File: config.mk
export PLATFORM = sky130hd
export DESIGN_NAME = haptic_pulse_pattern_sequencer_flat
export DESIGN_NICKNAME = d
export VERILOG_FILES = /design/src/design/hpps_pkg.sv /design/src/design/hpps_in_if.sv /design/src/design/hpps_out_if.sv /design/src/design/hpps_cfg_if.sv /design/src/design/hpps_ctrl.sv /design/src/design/hpps_dp.sv /design/src/design/haptic_pulse_pattern_sequencer.sv /design/src/flat_wrapper.sv
export SDC_FILE = /design/constraint.sdc
export NUM_CORES = 1
export LEC_CHECK = 0
export BUFFER_PORTS_ARGS = -buffer_cell sky130_fd_sc_hd__buf_4
export CORE_ASPECT_RATIO = 0.6
export CORE_MARGIN = 2
export CORE_UTILIZATION = 35
export DETAILED_ROUTE_END_ITERATION = 12
export HOLD_SLACK_MARGIN = 0.06
export PLACE_DENSITY = 0.59
export SKIP_LAST_GASP = 1
export SYNTH_ARGS = -nofsm -noshare
export SYNTH_HDL_FRONTEND = slang
export SYNTH_SLANG_ARGS = --single-unit
File: constraint.sdc
create_clock -name clk -period 11.4 [get_ports clk]
set_input_delay 0.57 -clock clk [delete_from_list [all_inputs] [get_ports clk]]
set_output_delay 0.57 -clock clk [all_outputs]
set_load 0.03 [all_outputs]
File: src/design/hpps_pkg.sv
// ----------------------------------------------------------------------------
// hpps_pkg: shared types and constants of the haptic pulse pattern sequencer
// Waveform shape table, register indexes, command codes and the control
// bundles that join the controller and the datapath.
// ----------------------------------------------------------------------------
package hpps_pkg;

  localparam int WAVE_COUNT = 7;
  localparam int WAVE_W     = 3;
  localparam int SCALE_W    = 7;
  localparam int PERIOD_W   = 27;
  localparam int MS_W       = 9;
  localparam int PCNT_W     = 2;
  localparam int PROD_W     = PERIOD_W + SCALE_W;

  localparam logic [SCALE_W-1:0]  SCALE_MAX   = SCALE_W'(100);
  localparam logic [SCALE_W-1:0]  SCALE_RST   = SCALE_W'(100);
  localparam logic [PERIOD_W-1:0] PERIOD_RST  = PERIOD_W'(1000000);

  // Division by one hundred: restoring steps, several quotient bits per cycle
  localparam int                 DIV_BITS    = 8;
  localparam int                 DIV_CYCLES  = (PROD_W + DIV_BITS - 1) / DIV_BITS;
  localparam int                 NUM_W       = DIV_CYCLES * DIV_BITS;
  localparam int                 REM_W       = 7;
  localparam logic [REM_W:0]     DIVISOR     = (REM_W+1)'(100);
  localparam int                 DCNT_W      = $clog2(DIV_CYCLES);

  typedef enum logic [WAVE_W-1:0] {
    WAVE_TAP    = 3'd0,
    WAVE_BEAT   = 3'd1,
    WAVE_WARN   = 3'd2,
    WAVE_BUZZ   = 3'd3,
    WAVE_LONG   = 3'd4,
    WAVE_DOUBLE = 3'd5,
    WAVE_TRIPLE = 3'd6,
    WAVE_NONE   = 3'd7
  } wave_t;

  typedef enum logic {
    CMD_RENDER = 1'b0,
    CMD_TICK   = 1'b1
  } cmd_code_t;

  typedef enum logic {
    REG_AMP_SCALE  = 1'b0,
    REG_PWM_PERIOD = 1'b1
  } reg_idx_t;

  // quarter: base duty is 25 percent instead of 100
  typedef struct packed {
    logic              quarter;
    logic [MS_W-1:0]   on_ms;
    logic [MS_W-1:0]   off_ms;
    logic [PCNT_W-1:0] count;
  } shape_t;

  typedef struct packed {
    logic accept;
    logic mul;
    logic div_step;
    logic div_last;
    logic load_out;
  } hpps_cmd_t;

  typedef struct packed {
    logic pulse_start;
    logic out_free;
  } hpps_sts_t;

  function automatic shape_t wave_shape(input logic [WAVE_W-1:0] w);
    shape_t s;
    s = '0;
    unique case (w)
      WAVE_TAP:    s = '{1'b0, MS_W'(40),  MS_W'(0),  PCNT_W'(1)};
      WAVE_BEAT:   s = '{1'b1, MS_W'(40),  MS_W'(0),  PCNT_W'(1)};
      WAVE_WARN:   s = '{1'b0, MS_W'(150), MS_W'(0),  PCNT_W'(1)};
      WAVE_BUZZ:   s = '{1'b0, MS_W'(80),  MS_W'(0),  PCNT_W'(1)};
      WAVE_LONG:   s = '{1'b0, MS_W'(400), MS_W'(0),  PCNT_W'(1)};
      WAVE_DOUBLE: s = '{1'b0, MS_W'(40),  MS_W'(60), PCNT_W'(2)};
      WAVE_TRIPLE: s = '{1'b0, MS_W'(40),  MS_W'(60), PCNT_W'(3)};
      default:     s = '0;
    endcase
    return s;
  endfunction

endpackage

File: src/design/hpps_in_if.sv
// ----------------------------------------------------------------------------
// hpps_in_if: request channel
// Render requests and millisecond ticks with valid/ready handshake.
// ----------------------------------------------------------------------------
interface hpps_in_if import hpps_pkg::*; ();
  logic              valid;
  logic              ready;
  logic              cmd;
  logic [WAVE_W-1:0] waveform;

  modport source (output valid, output cmd, output waveform, input ready);
  modport sink   (input valid, input cmd, input waveform, output ready);
endinterface

File: src/design/hpps_out_if.sv
// ----------------------------------------------------------------------------
// hpps_out_if: result channel
// One status transaction per request with valid/ready handshake.
// ----------------------------------------------------------------------------
interface hpps_out_if import hpps_pkg::*; ();
  logic                valid;
  logic                ready;
  logic [PERIOD_W-1:0] pulse_width_ns;
  logic                busy_res;
  logic [WAVE_W-1:0]   playing;
  logic                dropped;

  modport source (output valid, output pulse_width_ns, output busy_res,
                  output playing, output dropped, input ready);
  modport sink   (input valid, input pulse_width_ns, input busy_res,
                  input playing, input dropped, output ready);
endinterface

File: src/design/hpps_cfg_if.sv
// ----------------------------------------------------------------------------
// hpps_cfg_if: configuration write channel
// Register index and write data with valid/ready handshake.
// ----------------------------------------------------------------------------
interface hpps_cfg_if import hpps_pkg::*; ();
  logic                valid;
  logic                ready;
  logic                index;
  logic [PERIOD_W-1:0] data;

  modport source (output valid, output index, output data, input ready);
  modport sink   (input valid, input index, input data, output ready);
endinterface

File: src/design/hpps_ctrl.sv
// ----------------------------------------------------------------------------
// hpps_ctrl: sequencing controller
// Accepts a request, runs the multiply and divide steps when a pulse starts,
// then hands the result to the output register.
// ----------------------------------------------------------------------------
module hpps_ctrl import hpps_pkg::*; (
  input  logic      clk,
  input  logic      rst_n,
  input  logic      in_valid,
  output logic      in_ready,
  input  hpps_sts_t sts,
  output hpps_cmd_t cmd
);

  typedef enum logic [3:0] {
    ST_IDLE = 4'b0001,
    ST_MUL  = 4'b0010,
    ST_DIV  = 4'b0100,
    ST_OUT  = 4'b1000
  } state_t;

  state_t             state_r, state_nxt;
  logic [DCNT_W-1:0]  dcnt_r, dcnt_nxt;
  logic               div_end;

  assign div_end = (dcnt_r == DCNT_W'(DIV_CYCLES - 1));

  always_comb begin
    state_nxt    = state_r;
    dcnt_nxt     = dcnt_r;
    cmd          = '0;
    in_ready     = 1'b0;
    unique case (state_r)
      ST_IDLE: begin
        in_ready   = 1'b1;
        cmd.accept = in_valid;
        if (in_valid) begin
          state_nxt = sts.pulse_start ? ST_MUL : ST_OUT;
        end
      end
      ST_MUL: begin
        cmd.mul   = 1'b1;
        dcnt_nxt  = '0;
        state_nxt = ST_DIV;
      end
      ST_DIV: begin
        cmd.div_step = 1'b1;
        cmd.div_last = div_end;
        dcnt_nxt     = dcnt_r + DCNT_W'(1);
        if (div_end) begin
          state_nxt = ST_OUT;
        end
      end
      ST_OUT: begin
        cmd.load_out = sts.out_free;
        if (sts.out_free) begin
          state_nxt = ST_IDLE;
        end
      end
      default: state_nxt = ST_IDLE;
    endcase
  end

  always_ff @(posedge clk) begin
    if (!rst_n) begin
      state_r <= ST_IDLE;
      dcnt_r  <= '0;
    end else begin
      state_r <= state_nxt;
      dcnt_r  <= dcnt_nxt;
    end
  end

  // After the last divide step the controller moves to the output state
  a_div_len: assert property (@(posedge clk) disable iff (!rst_n)
    cmd.div_last |=> (state_r == ST_OUT))
    else $error("divide ended without moving to output");

endmodule

File: src/design/hpps_dp.sv
// ----------------------------------------------------------------------------
// hpps_dp: sequencer datapath
// Holds configuration, waveform phase state, the pulse width multiply and
// divide unit and the output register.
// ----------------------------------------------------------------------------
module hpps_dp import hpps_pkg::*; (
  input  logic              clk,
  input  logic              rst_n,
  input  logic              in_cmd,
  input  logic [WAVE_W-1:0] in_wave,
  input  hpps_cmd_t         cmd,
  output hpps_sts_t         sts,
  hpps_cfg_if.sink          cfg_ch,
  hpps_out_if.source        out_ch
);

  logic [SCALE_W-1:0]  scale_r;
  logic [PERIOD_W-1:0] period_r;
  logic [WAVE_W-1:0]   cur_r, cur_nxt;
  logic [PCNT_W-1:0]   pulses_r, pulses_nxt;
  logic                gap_r, gap_nxt;
  logic [MS_W-1:0]     phase_r, phase_nxt;
  logic [PERIOD_W-1:0] drive_r, drive_nxt;
  logic                dropped_r, dropped_nxt;

  logic [NUM_W-1:0]    num_r;
  logic [REM_W-1:0]    rem_r, rem_nxt;
  logic [PERIOD_W-1:0] quo_r, quo_nxt;

  logic                out_valid_r;
  logic [PERIOD_W-1:0] out_width_r;
  logic [WAVE_W-1:0]   out_play_r;
  logic                out_drop_r;

  shape_t              new_shape, cur_shape;
  logic [SCALE_W-1:0]  duty;
  logic [MS_W-1:0]     ph_dec;
  logic [PCNT_W-1:0]   pulses_dec;
  logic                pulse_start;

  assign new_shape  = wave_shape(in_wave);
  assign cur_shape  = wave_shape(cur_r);
  assign ph_dec     = (phase_r == '0) ? '0 : phase_r - MS_W'(1);
  assign pulses_dec = pulses_r - PCNT_W'(1);
  assign duty       = cur_shape.quarter ? (scale_r >> 2) : scale_r;

  // Request decode and phase stepping
  always_comb begin
    cur_nxt     = cur_r;
    pulses_nxt  = pulses_r;
    gap_nxt     = gap_r;
    phase_nxt   = phase_r;
    drive_nxt   = drive_r;
    dropped_nxt = dropped_r;
    pulse_start = 1'b0;
    if (in_cmd == CMD_RENDER) begin
      dropped_nxt = 1'b1;
      if (in_wave != WAVE_NONE && !(cur_r == WAVE_TAP && in_wave == WAVE_BEAT)) begin
        dropped_nxt = 1'b0;
        cur_nxt     = in_wave;
        pulses_nxt  = new_shape.count;
        gap_nxt     = 1'b0;
        phase_nxt   = new_shape.on_ms;
        pulse_start = 1'b1;
      end
    end else begin
      dropped_nxt = 1'b0;
      if (cur_r != WAVE_NONE) begin
        phase_nxt = ph_dec;
        if (ph_dec == '0) begin
          if (!gap_r) begin
            drive_nxt  = '0;
            pulses_nxt = pulses_dec;
            if (pulses_dec == '0) begin
              cur_nxt   = WAVE_NONE;
              phase_nxt = '0;
            end else begin
              gap_nxt   = 1'b1;
              phase_nxt = cur_shape.off_ms;
            end
          end else begin
            gap_nxt     = 1'b0;
            phase_nxt   = cur_shape.on_ms;
            pulse_start = 1'b1;
          end
        end
      end
    end
  end

  // Eight restoring division steps by one hundred per cycle
  always_comb begin
    logic [REM_W:0] r;
    r       = '0;
    rem_nxt = rem_r;
    quo_nxt = quo_r;
    for (int i = 0; i < DIV_BITS; i++) begin
      r = {rem_nxt, num_r[NUM_W-1-i]};
      quo_nxt = {quo_nxt[PERIOD_W-2:0], (r >= DIVISOR)};
      if (r >= DIVISOR) begin
        r = r - DIVISOR;
      end
      rem_nxt = r[REM_W-1:0];
    end
  end

  assign sts.pulse_start = pulse_start;
  assign sts.out_free    = !out_valid_r || out_ch.ready;

  always_ff @(posedge clk) begin
    if (!rst_n) begin
      scale_r   <= SCALE_RST;
      period_r  <= PERIOD_RST;
      cur_r     <= WAVE_NONE;
      pulses_r  <= '0;
      gap_r     <= 1'b0;
      phase_r   <= '0;
      drive_r   <= '0;
      dropped_r <= 1'b0;
    end else begin
      if (cfg_ch.valid) begin
        unique case (reg_idx_t'(cfg_ch.index))
          REG_AMP_SCALE:  scale_r  <= (cfg_ch.data[SCALE_W-1:0] > SCALE_MAX) ?
                                      SCALE_MAX : cfg_ch.data[SCALE_W-1:0];
          REG_PWM_PERIOD: period_r <= cfg_ch.data;
          default: ;
        endcase
      end
      if (cmd.accept) begin
        cur_r     <= cur_nxt;
        pulses_r  <= pulses_nxt;
        gap_r     <= gap_nxt;
        phase_r   <= phase_nxt;
        drive_r   <= drive_nxt;
        dropped_r <= dropped_nxt;
      end else if (cmd.div_last) begin
        drive_r   <= quo_nxt;
      end
    end
  end

  // Multiply and divide registers, no reset needed
  always_ff @(posedge clk) begin
    if (cmd.mul) begin
      num_r <= NUM_W'(period_r * duty);
      rem_r <= '0;
      quo_r <= '0;
    end else if (cmd.div_step) begin
      num_r <= num_r << DIV_BITS;
      rem_r <= rem_nxt;
      quo_r <= quo_nxt;
    end
  end

  always_ff @(posedge clk) begin
    if (!rst_n) begin
      out_valid_r <= 1'b0;
    end else if (cmd.load_out) begin
      out_valid_r <= 1'b1;
    end else if (out_ch.ready) begin
      out_valid_r <= 1'b0;
    end
  end

  always_ff @(posedge clk) begin
    if (cmd.load_out) begin
      out_width_r <= drive_r;
      out_play_r  <= cur_r;
      out_drop_r  <= dropped_r;
    end
  end

  assign cfg_ch.ready          = 1'b1;
  assign out_ch.valid          = out_valid_r;
  assign out_ch.pulse_width_ns = out_width_r;
  assign out_ch.busy_res       = (out_play_r != WAVE_NONE);
  assign out_ch.playing        = out_play_r;
  assign out_ch.dropped        = out_drop_r;

  a_drive_busy: assert property (@(posedge clk) disable iff (!rst_n)
    (drive_r != '0) |-> (cur_r != WAVE_NONE))
    else $error("pulse width driven while no waveform plays");

  a_busy_pulses: assert property (@(posedge clk) disable iff (!rst_n)
    (cur_r != WAVE_NONE) |-> (pulses_r != '0))
    else $error("waveform playing with no pulses left");

  a_gap_off: assert property (@(posedge clk) disable iff (!rst_n)
    gap_r |-> (drive_r == '0))
    else $error("output on during a gap");

endmodule

File: src/design/haptic_pulse_pattern_sequencer.sv
// ----------------------------------------------------------------------------
// haptic_pulse_pattern_sequencer: haptic waveform pulse sequencer
// Plays seven fixed waveforms as PWM pulse trains stepped by millisecond
// ticks; reports the current pulse width after every request.
// ----------------------------------------------------------------------------
//
//  Channel   Dir  Handshake      Payload
//  in_ch     in   valid/ready    cmd (render/tick), waveform
//  out_ch    out  valid/ready    pulse_width_ns, busy_res, playing, dropped
//  cfg_ch    in   valid/ready    index (0 scale, 1 period), data
//
//  A transaction without a pulse start passes through decode and output load.
//  A transaction that starts a pulse passes through decode, the 27x7
//  multiply, the divide-by-100 steps at 8 quotient bits each, output load.
//  rst_n is synchronous; reset restores scale 100 and period 1000000 ns.
//  The next request is taken while a finished result waits in the output
//  register; a stalled output holds the controller before the next load.
//  Configuration writes are taken every cycle.
//
module haptic_pulse_pattern_sequencer import hpps_pkg::*; (
  input  logic       clk,
  input  logic       rst_n,
  hpps_in_if.sink    in_ch,
  hpps_out_if.source out_ch,
  hpps_cfg_if.sink   cfg_ch
);

  hpps_cmd_t cmd;
  hpps_sts_t sts;

  // Controller owns the request handshake and the step sequence
  hpps_ctrl u_ctrl (
    .clk      (clk),
    .rst_n    (rst_n),
    .in_valid (in_ch.valid),
    .in_ready (in_ch.ready),
    .sts      (sts),
    .cmd      (cmd)
  );

  // Datapath holds configuration and waveform state, the arithmetic and the output register
  hpps_dp u_dp (
    .clk     (clk),
    .rst_n   (rst_n),
    .in_cmd  (in_ch.cmd),
    .in_wave (in_ch.waveform),
    .cmd     (cmd),
    .sts     (sts),
    .cfg_ch  (cfg_ch),
    .out_ch  (out_ch)
  );

endmodule
File: src/flat_wrapper.sv
// flat-port wrapper written by rule: the top's interface ports become plain ports
module haptic_pulse_pattern_sequencer_flat import hpps_pkg::*;
  (clk, rst_n, in_ch_valid, in_ch_cmd, in_ch_waveform, in_ch_ready, out_ch_valid, out_ch_pulse_width_ns, out_ch_busy_res, out_ch_playing, out_ch_dropped, out_ch_ready, cfg_ch_valid, cfg_ch_index, cfg_ch_data, cfg_ch_ready);
  hpps_in_if in_ch_i ();
  hpps_out_if out_ch_i ();
  hpps_cfg_if cfg_ch_i ();
  input  logic clk;
  input  logic rst_n;
  input wire logic [$bits(in_ch_i.valid)-1:0] in_ch_valid;
  input wire logic [$bits(in_ch_i.cmd)-1:0] in_ch_cmd;
  input wire logic [$bits(in_ch_i.waveform)-1:0] in_ch_waveform;
  output wire logic [$bits(in_ch_i.ready)-1:0] in_ch_ready;
  output wire logic [$bits(out_ch_i.valid)-1:0] out_ch_valid;
  output wire logic [$bits(out_ch_i.pulse_width_ns)-1:0] out_ch_pulse_width_ns;
  output wire logic [$bits(out_ch_i.busy_res)-1:0] out_ch_busy_res;
  output wire logic [$bits(out_ch_i.playing)-1:0] out_ch_playing;
  output wire logic [$bits(out_ch_i.dropped)-1:0] out_ch_dropped;
  input wire logic [$bits(out_ch_i.ready)-1:0] out_ch_ready;
  input wire logic [$bits(cfg_ch_i.valid)-1:0] cfg_ch_valid;
  input wire logic [$bits(cfg_ch_i.index)-1:0] cfg_ch_index;
  input wire logic [$bits(cfg_ch_i.data)-1:0] cfg_ch_data;
  output wire logic [$bits(cfg_ch_i.ready)-1:0] cfg_ch_ready;
  assign in_ch_i.valid = in_ch_valid;
  assign in_ch_i.cmd = in_ch_cmd;
  assign in_ch_i.waveform = in_ch_waveform;
  assign in_ch_ready = in_ch_i.ready;
  assign out_ch_valid = out_ch_i.valid;
  assign out_ch_pulse_width_ns = out_ch_i.pulse_width_ns;
  assign out_ch_busy_res = out_ch_i.busy_res;
  assign out_ch_playing = out_ch_i.playing;
  assign out_ch_dropped = out_ch_i.dropped;
  assign out_ch_i.ready = out_ch_ready;
  assign cfg_ch_i.valid = cfg_ch_valid;
  assign cfg_ch_i.index = cfg_ch_index;
  assign cfg_ch_i.data = cfg_ch_data;
  assign cfg_ch_ready = cfg_ch_i.ready;
  haptic_pulse_pattern_sequencer u_core (.clk(clk), .rst_n(rst_n), .in_ch(in_ch_i), .out_ch(out_ch_i), .cfg_ch(cfg_ch_i));
endmodule
# After elaboration in Yosys (flattened, before gate mapping)
# Cells that the tools add are included.
[word_totals] inputBits=37 latchBits=0 ram_bits=0 rom_bits=0 out_inout_bits=35 n_memories=0 wordCells=158 ff_bits=182
[op_classes] magnitude_cmp=9 div=0 n_reduce_logical=23 n_eq_ne=31 n_addsub=11 mul=1 n_bitwise=1 shift=0 muxes=64
[ops] cell="27-bit 2-to-1 mux" n=6
[ops] cell="21-bit one-hot mux with 7 select lines" n=1
[ops] cell="20-bit one-hot mux with 7 select lines" n=1
[ops] cell="7-bit 2-to-1 mux" n=10
[ops] cell="34-bit 2-to-1 mux" n=2
[ops] cell="8-bit by 7-bit >= comparator with 1-bit output (second input constant)" n=8
[ops] cell="9-bit 2-to-1 mux" n=7
[ops] cell="7-bit subtractor (second input constant)" n=8
[ops] cell="27-bit by 7-bit multiplier with 34-bit output" n=1
[ops] cell="3-bit == test (second input constant)" n=7
[ops] cell="1-bit 2-to-1 mux" n=19
[ops] cell="9-bit zero test" n=2
[ops] cell="3-bit 2-to-1 mux" n=6
[ops] cell="4-bit 2-to-1 mux" n=4
[ops] cell="2-bit != test (second input constant)" n=8
[ops] cell="4-bit one-hot mux with 4 select lines" n=1
[ops] cell="3-bit by 2-bit == test with 1-bit output (second input constant)" n=4
[ops] cell="2-bit 2-to-1 mux" n=6
[ops] cell="5-bit AND reduction" n=2
[ops] cell="2-bit nonzero test" n=5
[ops] cell="3-bit != test (second input constant)" n=3
[ops] cell="9-bit by 1-bit subtractor with 9-bit output (second input constant)" n=1
[ops] cell="7-bit > comparator (second input constant)" n=1
[ops] cell="3-bit by 1-bit == test with 1-bit output (second input constant)" n=2
[ops] cell="18 further kinds" n=25

# Logic depth before layout (Yosys ltp)
# Gate-level depths: netlist (run 1).
[logic_depth] word_depth=17 mapped_depth=44 mapped_depth_nobuf=43

# Cells and area by module
# A second synthesis (run 1) with hierarchy kept.
[hier_totals] cells_unflattened=1623 area_unflattened_um2=14859.3
[modules_own_cells] module="hpps_dp" n_inst=1 seq_area_each_um2=4154.0 cells_per_inst=1572 area_per_inst_um2=14446.4
[modules_own_cells] module="hpps_ctrl" n_inst=1 seq_area_each_um2=140.1 cells_per_inst=51 area_per_inst_um2=412.9

# Worst setup path before layout (run 1)
# Ideal clock, no wire load.
[synth_timing] path_kind="reg2reg" start="register u_core.u_dp.rem_r[2]" end="register u_core.u_dp.rem_r[2]" slack_ns=2.754 arrival_ns=8.584 stages_incl_launch_ff=45 n_path_buf=1 required_ns=11.338 cell_sequence="dfxtp_1 > inv_1 > ha_1 > nor3b_4 > o32a_2 > o21ai_0 > inv_1 > ha_1 > clkbuf_1 > a311o_1 > nand2_1 > xnor2_1 > ha_1 > nand4_1 > a21oi_1 > a22o_2 > mux2_4 > clkinv_1 > [9 not listed] > o22ai_4 > xnor2_1 > ha_1 > nand2_1 > mux2i_1 > o31ai_1 > a22oi_4 > ha_1 > o21ai_4 > o21ai_2 > nand3_1 > nand2_1 > ha_1 > nand2_1 > nor3_2 > o211ai_2 > a211o_1 > nand3_1"
[synth_between] elab_chain_cells=16 word_cells_on_any_way=24 cone_classes="add/sub (8); order compare (8); mux (8)"
[synth_lines] element="start: declaration" line="hpps_dp.sv:27" text="logic [REM_W-1:0] rem_r, rem_nxt;"
[synth_lines] element="start signal: assignment" line="hpps_dp.sv:150" text="rem_r <= rem_nxt;"
[synth_lines] element="7-bit subtractor / 8-bit by 7-bit >= comparator with 1-bit output (equally long branches)" line="hpps_dp.sv:101, hpps_dp.sv:100"
[synth_lines] element="7-bit 2-to-1 mux *" line="hpps_dp.sv:100" text="if (r >= DIVISOR) begin"
[synth_lines] element="7-bit subtractor / 8-bit by 7-bit >= comparator with 1-bit output (equally long branches)" line="hpps_dp.sv:101, hpps_dp.sv:100"
[synth_lines] element="7-bit 2-to-1 mux *" line="hpps_dp.sv:100"
[synth_lines] element="7-bit subtractor / 8-bit by 7-bit >= comparator with 1-bit output (equally long branches)" line="hpps_dp.sv:101, hpps_dp.sv:100"
[synth_lines] element="7-bit 2-to-1 mux *" line="hpps_dp.sv:100"
[synth_lines] element="7-bit subtractor / 8-bit by 7-bit >= comparator with 1-bit output (equally long branches)" line="hpps_dp.sv:101, hpps_dp.sv:100"
[synth_lines] element="7-bit 2-to-1 mux *" line="hpps_dp.sv:100"
[synth_lines] element="8-bit by 7-bit >= comparator with 1-bit output / 7-bit subtractor (equally long branches)" line="hpps_dp.sv:100, hpps_dp.sv:101"
[synth_lines] element="7-bit 2-to-1 mux *" line="hpps_dp.sv:100"
[synth_lines] element="7-bit subtractor / 8-bit by 7-bit >= comparator with 1-bit output (equally long branches)" line="hpps_dp.sv:101, hpps_dp.sv:100"
[synth_lines] element="7-bit 2-to-1 mux *" line="hpps_dp.sv:100"
[synth_lines] element="8-bit by 7-bit >= comparator with 1-bit output / 7-bit subtractor (equally long branches)" line="hpps_dp.sv:100, hpps_dp.sv:101"
[synth_lines] element="7-bit 2-to-1 mux *" line="hpps_dp.sv:100"
[synth_lines] element="7-bit subtractor / 8-bit by 7-bit >= comparator with 1-bit output (equally long branches)" line="hpps_dp.sv:101, hpps_dp.sv:100"
[synth_lines] element="7-bit 2-to-1 mux *" line="hpps_dp.sv:100"
# Every way passes the cells marked *; elsewhere a longest branch is shown, timed or not.
# A chain may end at the register's enable or synchronous reset.

# Final worst setup path (run 1)
# Same ends and word-level chain as after synthesis.

==> results of run 1 <==
-- registers in the layout, indices dropped and copies added (netlist names) --
| register | count |
|---|---|
| u_core.u_dp.out_ch.playing | 3 |
| u_core.u_dp.out_ch.pulse_width_ns | 27 |
| u_core.u_dp.pulses_r | 2 |
| u_core.u_dp.out_ch.valid | 1 |
| u_core.u_dp.phase_r | 9 |
| u_core.u_dp.cur_r | 3 |
| u_core.u_dp.period_r | 27 |
| u_core.u_dp.out_ch.dropped | 1 |
| u_core.u_dp.quo_r | 19 |
| u_core.u_dp.rem_r | 7 |
| u_core.u_ctrl.state_r | 4 |
| u_core.u_dp.dropped_r | 1 |
| u_core.u_ctrl.dcnt_r | 3 |
| u_core.u_dp.drive_r | 27 |
| u_core.u_dp.scale_r | 7 |
| u_core.u_dp.num_r | 40 |
| u_core.u_dp.gap_r | 1 |
-- synth_stat cells (all sizes together) (4+ instances only) --
cell type / count / area, sq um
a31oi: 4 / 40.0
a211o: 7 / 61.3
a22oi: 35 / 277
inv: 151 / 567
nor3b: 4 / 41.3
a21oi: 84 / 428
nor2: 80 / 300
a211oi: 11 / 100
and2: 32 / 200
or3: 7 / 43.8
nand3: 28 / 140
ha: 65 / 813
a21o: 11 / 82.6
o21a: 9 / 67.6
a21boi: 8 / 63.8
buf: 16 / 72.6
xor2: 12 / 105
a22o: 8 / 71.3
nand4: 4 / 25.0
dfxtp: 117 / 2340
clkbuf: 70 / 263
nand2b: 13 / 83.8
nor3: 31 / 171
o21ai: 70 / 369
mux2i: 17 / 186
nor4b: 7 / 76.3
fa: 124 / 2480
and3: 11 / 73.8
nor2b: 38 / 238
o211ai: 13 / 116
or2: 6 / 37.5
nand2: 312 / 1170
o21bai: 11 / 82.6
xnor2: 32 / 280
mux2: 13 / 150
o311ai: 5 / 43.8
edfxtp: 65 / 1950
o2111ai: 5 / 50.0
o31ai: 10 / 80.1
-- worst max-delay path, delay by kind of cell (launching register included) --
family	cells	cell delay, ns
AOI/OAI and AO/OA	15	3.96
and+or+nand+nor	11	1.79
adders and majority gates	8	2.07
buffers and inverters	4	0.44
xor gates and xnor gates	3	0.71
muxes	2	0.54
DFF	1	0.45
-- final timing paths --
path,depth (start not counted),slack [ns],startpoint,endpoint
worst max-delay path,43,1.35,u_core.u_dp.rem_r[2],u_core.u_dp.rem_r[2]
worst min-delay path,3,0.34,cfg_ch_data[14],u_core.u_dp.period_r[14]
worst max register to register,43,1.35,u_core.u_dp.rem_r[2],u_core.u_dp.rem_r[2]
worst min register to register,0,0.43,u_core.u_dp.drive_r[11],u_core.u_dp.out_ch.pulse_width_ns[11]
-- through the flow --
step                      instance area [sq um]  utilization (%)
after floorplan                           14300                -
after global placement                    15300             37.8
after detailed placement                  15300             37.8
after CTS                                 15800             39.2
after global routing                      15800             39.2
final                                     15800             39.2
-- power by group --
| group | switching, uW | leakage [uW] | internal, uW | total [uW] |
|---|---|---|---|---|
| Combinational | 715 | 0.00489 | 485 | 1200 |
| Sequential | 45.7 | 0.00157 | 693 | 739 |
| Clock | 294 | 0.000275 | 291 | 586 |
| Total | 1060 | 0.00673 | 1470 | 2520 |
-- cell families after synthesis --
kind of cell / synth area share [%]
other cells: 0.0263
mux: 2.36
flops: 30.1
compound gates: 16.4
fa+ha+maj: 23.1
xor+xnor: 2.70
buf+inv: 6.37
simple gates: 18.9
-- layer usage --
| metal | vias to the layer above | part of all wire (%) | global-route usage, % |
|---|---|---|---|
| li1 | 5394 | - | - |
| met1 | 5485 | 53 | 28.2 |
| met2 | 303 | 39 | 23.2 |
| met3 | 17 | 7.1 | 3.50 |
| met4 | 0 | 0.57 | 2.80 |
| met5 | - | 0 | 0 |
-- cell type report --
type | count | share of cell area, %
Tap cell | 531 | 4.20
Clock buffer | 19 | 2.74
Timing Repair Buffer | 84 | 3.98
Multi-Input combinational cell | 1172 | 57.5
Sequential cell | 182 | 27.1
Inverter | 153 | 3.63
Clock inverter | 13 | 0.846
==> metrics.yaml, run 1 <==
status: "finished, final reports clean"
crit_type: "reg -> reg"
num_io_pins: 72
rows: 57
netlist_instances: 1593
post-route-period-util_pct: 88.1
gp_congestion: 0.818
final_nets: 1836
yosysSeqAreaShare_pct: 30.1
crit_fanout: 10
dr_total_vias: 11200
die_area_sq_um: 42500
ys_seq_elements: 182
antenna_found_initial: 1
drv_cap: 0
coreArea_sq_um: 40400
rsz0062_at_grt: "no"
stdcell_count: 2154
fillers: 4066
cts_hold_buf: 0
post_synth.cell_area_avg_sq_um: 8.96
area_growth_pct: 10.9
critPathLaunchType: "flip-flop"
grt_pass1_vias: 10800
grt_overflow: 0
hold_ws_ns: 0.341
start_util_pct: 35.3
fp.dieW_microns: 265
initialDrtViolationCount: 738
cts_sinks: 182
drive_gt1_share_pct: 11.0
clock_path_buffers: 2
grt_pass1_wl_mm: 59.1
relSlewSlack_pct: 35.4
setup_tns_ns: 0
synthesis.area_sq_um: 14300
cts_tree: "yes"
groute.usage.overall_pct: 17.3
yosys_warnings: 0
synth_cell_types: 99
setup_viol: 0
htree_levels: 4
multi_input_area_sq_um: 9100
finalCriticalPeriod_ns: 10.05
wl_per_cell_microns: 16.7
cp_slowest_cell: "a221oi_4"
worstSkewPairLatency_ns: 0.44
setup_slack_ns: 1.35
grt_max_degree: 66
seqCellArea_sq_um: 4290
route.antenna.remaining_nets: 0
antenna_cells: 0
cts_made_buffers: 17
power.density_nw_per_um2: 160
port_buffers: 70
fmax_mhz: 99.5
fp.dieH_microns: 160
hpwl_mm: 27.1
final_common_cell: "nand2_1"
postCtsSetupBuffers: 0
final-hold-violation-count: 0
cts_root_buf: "clkbuf_16"
critPathMaxStageDelay_ns: 0.50
synth_edf_count: 65
arrival_ns: 10.43
clk_pin_slew_ns: 0.08
slew_violations: 0
synth-async-reset-ratio_pct: 0
synth_flop_cell: "dfxtp_1"
worstMarginPinSlew_ns: 0.967
dp_cells: 2122
dp_slack_ns: 1.61
via_per_inst: 5.20
cts.repair.resized: 0
worstHoldPathType: "in -> reg"
crit_top_cell: "ha_1"
dr.pass1.iters: 5
synthesis.nets: 1819
wl_mm: 36.0
power.leakage_uw: 0.00673
peakVddDrop_v: 0.000115
drc: 0
required_ns: 11.78
finalPower_uw: 2520
skew_ns: 0.0148
end_kind: "flip-flop"
final_cell_mix: "nand2_1 (312), inv_1 (150), fa_1 (124)"
(Power assumes the default switching activity.)
==> run 2, diff against run 1 <==
--- a/config.mk
+++ b/config.mk
@@ -9,10 +9,12 @@
 export CORE_ASPECT_RATIO = 0.6
 export CORE_MARGIN = 2
 export CORE_UTILIZATION = 35
+export CTS_BUF_LIST = sky130_fd_sc_hd__clkbuf_8
 export DETAILED_ROUTE_END_ITERATION = 12
 export HOLD_SLACK_MARGIN = 0.06
 export PLACE_DENSITY = 0.59
 export SKIP_LAST_GASP = 1
 export SYNTH_ARGS = -nofsm -noshare
 export SYNTH_HDL_FRONTEND = slang
+export SYNTH_HIERARCHICAL = 1
 export SYNTH_SLANG_ARGS = --single-unit
==> metrics.yaml, run 2 <==
status: "finished, final reports clean"
htree_levels: 4  # unchanged
arrival_ns: 10.89  # +0.46 ns
synthesis.area_sq_um: 14900  # +4.1%
post_synth.cell_area_avg_sq_um: 9.16  # +2.2%
synth_flop_cell: "dfxtp_1"
required_ns: 11.78  # about the same
crit_top_cell: "ha_1"
coreArea_sq_um: 41900  # +3.7%
end_kind: "flip-flop"
fp.dieH_microns: 164  # +2.0%
stdcell_count: 2217  # +2.9%
relSlewSlack_pct: 35.1  # -0.33 points
wl_per_cell_microns: 16.7  # -0.27%
synthTopCellsByArea: "fa_1 (17%), dfxtp_1 (16%), edfxtp_1 (13%), nand2_1 (6.4%), ha_1 (5.5%)"
synthesis.nets: 1849  # +1.6%
area_growth_pct: 9.29
grt_pass1_wl_mm: 61.7  # +4.5%
crit_fanout: 11  # +1
drv_cap: 0  # unchanged
final_nets: 1860  # +1.3%
worstSkewPairLatency_ns: 0.48  # +0.04 ns
min_path_cells: 3  # unchanged
cts_root_buf: "clkbuf_8"
yosysTopAreaCell: "fa_1"
drc: 0  # unchanged
peakVddDrop_v: 0.000249  # +120%
wl_mm: 37.0  # +2.6%
slew_violations: 0  # unchanged
drive_gt1_share_pct: 11.9  # +0.93 points
rsz0062_at_grt: "no"
fp.dieW_microns: 270  # +2.0%
groute.usage.overall_pct: 17.2  # -0.12 points
port_buffers: 70  # unchanged
grt_overflow: 0  # unchanged
post-route-period-util_pct: 92.2  # +4.1 points
cts_hold_buf: 0  # unchanged
synth_cell_types: 107  # +8.1%
antenna_cells: 0  # unchanged
path_delay_family: "compound AO/OA/AOI/OAI gates"
yosysMostFrequentCell: "nand2_1"
rows: 58  # +1.8%
skew_ns: 0.0204  # +0.00562 ns
final_cell_mix: "nand2_1 (253), inv_1 (148), fa_1 (124)"
clk_pin_slew_ns: 0.11  # +0.03 ns
reg2reg_depth: 47  # +9.3%
gp_congestion: 0.894  # +9.3%
final-hold-violation-count: 0  # unchanged
ys_seq_elements: 182  # unchanged
critPathMaxStageDelay_ns: 0.51  # about the same
cp_slowest_cell: "dfxtp_1"
largest-register: "u_core/u_dp/num_r"
initialDrtViolationCount: 877  # +19%
hold_end: "u_core/u_dp/period_r[16]"
cts_made_buffers: 17  # unchanged
route.antenna.remaining_nets: 0  # unchanged
finalPower_uw: 4340  # +72%
postCtsSetupBuffers: 0  # unchanged
num_io_pins: 72  # unchanged
grt_max_degree: 85  # +29%
final_common_cell: "nand2_1"
power.density_nw_per_um2: 267  # +68%
dp_cells: 2185  # +3.0%
synth-async-reset-ratio_pct: 0  # unchanged
setup_tns_ns: 0  # unchanged
largest_reg_flops: 40  # unchanged
worstHoldPathType: "in -> reg"
antenna_found_initial: 0  # -1
critPathLaunchType: "flip-flop"
cts_tree: "yes"
via_per_inst: 5.20  # about the same
worstHoldStart: "cfg_ch_data[16]"
hpwl_mm: 27.8  # +2.8%
dr.pass1.iters: 7  # +2
clock_path_buffers: 2  # unchanged
yosys_warnings: 6  # +6
grt_pass1_vias: 11300  # +5.0%
reg2reg_from: "u_core/u_dp/rem_r[1]"
utilization_pct: 38.8  # -0.42 points
setup_viol: 0  # unchanged
synth_top_area_share_pct: 16.7  # -0.69 points
dr_total_vias: 11500  # +3.0%
start_util_pct: 35.5  # +0.14 points
die_area_sq_um: 44200  # +4.1%
netlist_instances: 1623  # +1.9%
stdcell_area_sq_um: 16200  # +2.6%
yosysSeqAreaShare_pct: 28.9  # -1.2 points
rrSetupSlack_ns: 0.89  # -0.47 ns
worstMarginPinSlew_ns: 0.974  # +0.00700 ns
post_dp_cell_area_sq_um: 15800  # +3.7%
path_buf_inv: 6  # +2
fillers: 4200  # +3.3%
synth_edf_count: 65  # unchanged
cts_sinks: 182  # unchanged
fmax_mhz: 95.1  # -4.4%
reg2reg_to: "u_core/u_dp/rem_r[3]"
power.leakage_uw: 0.00680  # +1.0%
synth_common_cells: "nand2_1 (253), inv_1 (149), fa_1 (124)"
crit_type: "reg -> reg"
finalCriticalPeriod_ns: 10.51  # +0.466 ns
## run 2: cell types whose count changed in the layout (fill, tap and decap cells not counted), sizes merged, moves of 7 or more
| cell | delta |
|---|---|
| o21ai | -23 |
| nor3b | +7 |
| a211oi | +9 |
| nand2 | -59 |
| a22o | -8 |
| mux2 | +19 |
| a21boi | +20 |
| a22oi | -7 |
| a21oi | -24 |
| o211a | +7 |
| nor2b | +29 |
| mux2i | +21 |
## run 2: per-layer routing
layer,share of wire (%),vias to the layer above,global-route usage [%],wire length [microns]
li1,-,5536,-,-
met1,53,5674,27.0,19700
met2,41,293,25.2,15200
met3,4.7,29,2.23,1730
met4,0.97,0,2.68,359
met5,0,-,0,0
## run 2: per-stage QoR
step                worst slack [ns]  hold slack (ns)
floorplan                       2.51            0.406
CTS                            0.727            0.271
detailed placement             0.861            0.417
global placement                1.29            0.418
finish                         0.888            0.298
global route                  0.0877            0.276
## run 2: layout make-up
class	instances	area [sq um]	area share [%]
multi-input cells	1199	9650	59.4
flip-flops and latches	182	4290	26.4
well taps	570	713	4.39
repair buffers	81	608	3.74
inverters	153	574	3.54
clock buffers	17	234	1.44
clock inverters	15	168	1.03
## run 2: kinds of logic (layout without fill, tap and decap cells)
| kind of cell | after synthesis | in the layout | synth area share [%] |
|---|---|---|---|
| AND/OR/NAND/NOR | 579 | 579 | 19.0 |
| AO/OA/AOI/OAI | 315 | 315 | 15.7 |
| buffers and inverters | 242 | 266 | 6.32 |
| adder cells (fa/ha/maj) | 189 | 189 | 22.2 |
| flip-flops | 182 | 182 | 28.9 |
| multiplexers | 70 | 70 | 5.23 |
| XOR/XNOR | 45 | 45 | 2.65 |
| other | 1 | 1 | 0.0252 |
## run 2: tightest hold or removal path, cell delays in order
cell	delay [ns]
buf_4	0.08
nand2_1	0.04
nand3_1	0.06
## run 2: worst max-delay path by stage
stage	from	to	slack [ns]	depth (start not counted)
4_1_cts	u_core/u_dp/rem_r[1]	u_core/u_dp/rem_r[3]	0.73	47
2_1_floorplan	u_core/u_dp/rem_r[1]	u_core/u_dp/rem_r[3]	2.51	47
3_3_place_gp	u_core/u_dp/rem_r[1]	u_core/u_dp/rem_r[2]	1.29	47
5_1_grt	u_core/u_dp/rem_r[1]	u_core/u_dp/rem_r[2]	0.09	47
6_report	u_core/u_dp/rem_r[1]	u_core/u_dp/rem_r[3]	0.89	47
3_5_place_dp	u_core/u_dp/rem_r[1]	u_core/u_dp/rem_r[3]	0.86	47
## run 2: power by group
group	switching (uW)	internal, uW
Clock	264	182
Sequential	51.3	704
Combinational	1890	1260
## run 2: what timing repair did
item	4_1_cts	5_1_grt
resized for setup	0	3
hold endpoints to repair	0	0
endpoints found under the setup margin	0	7
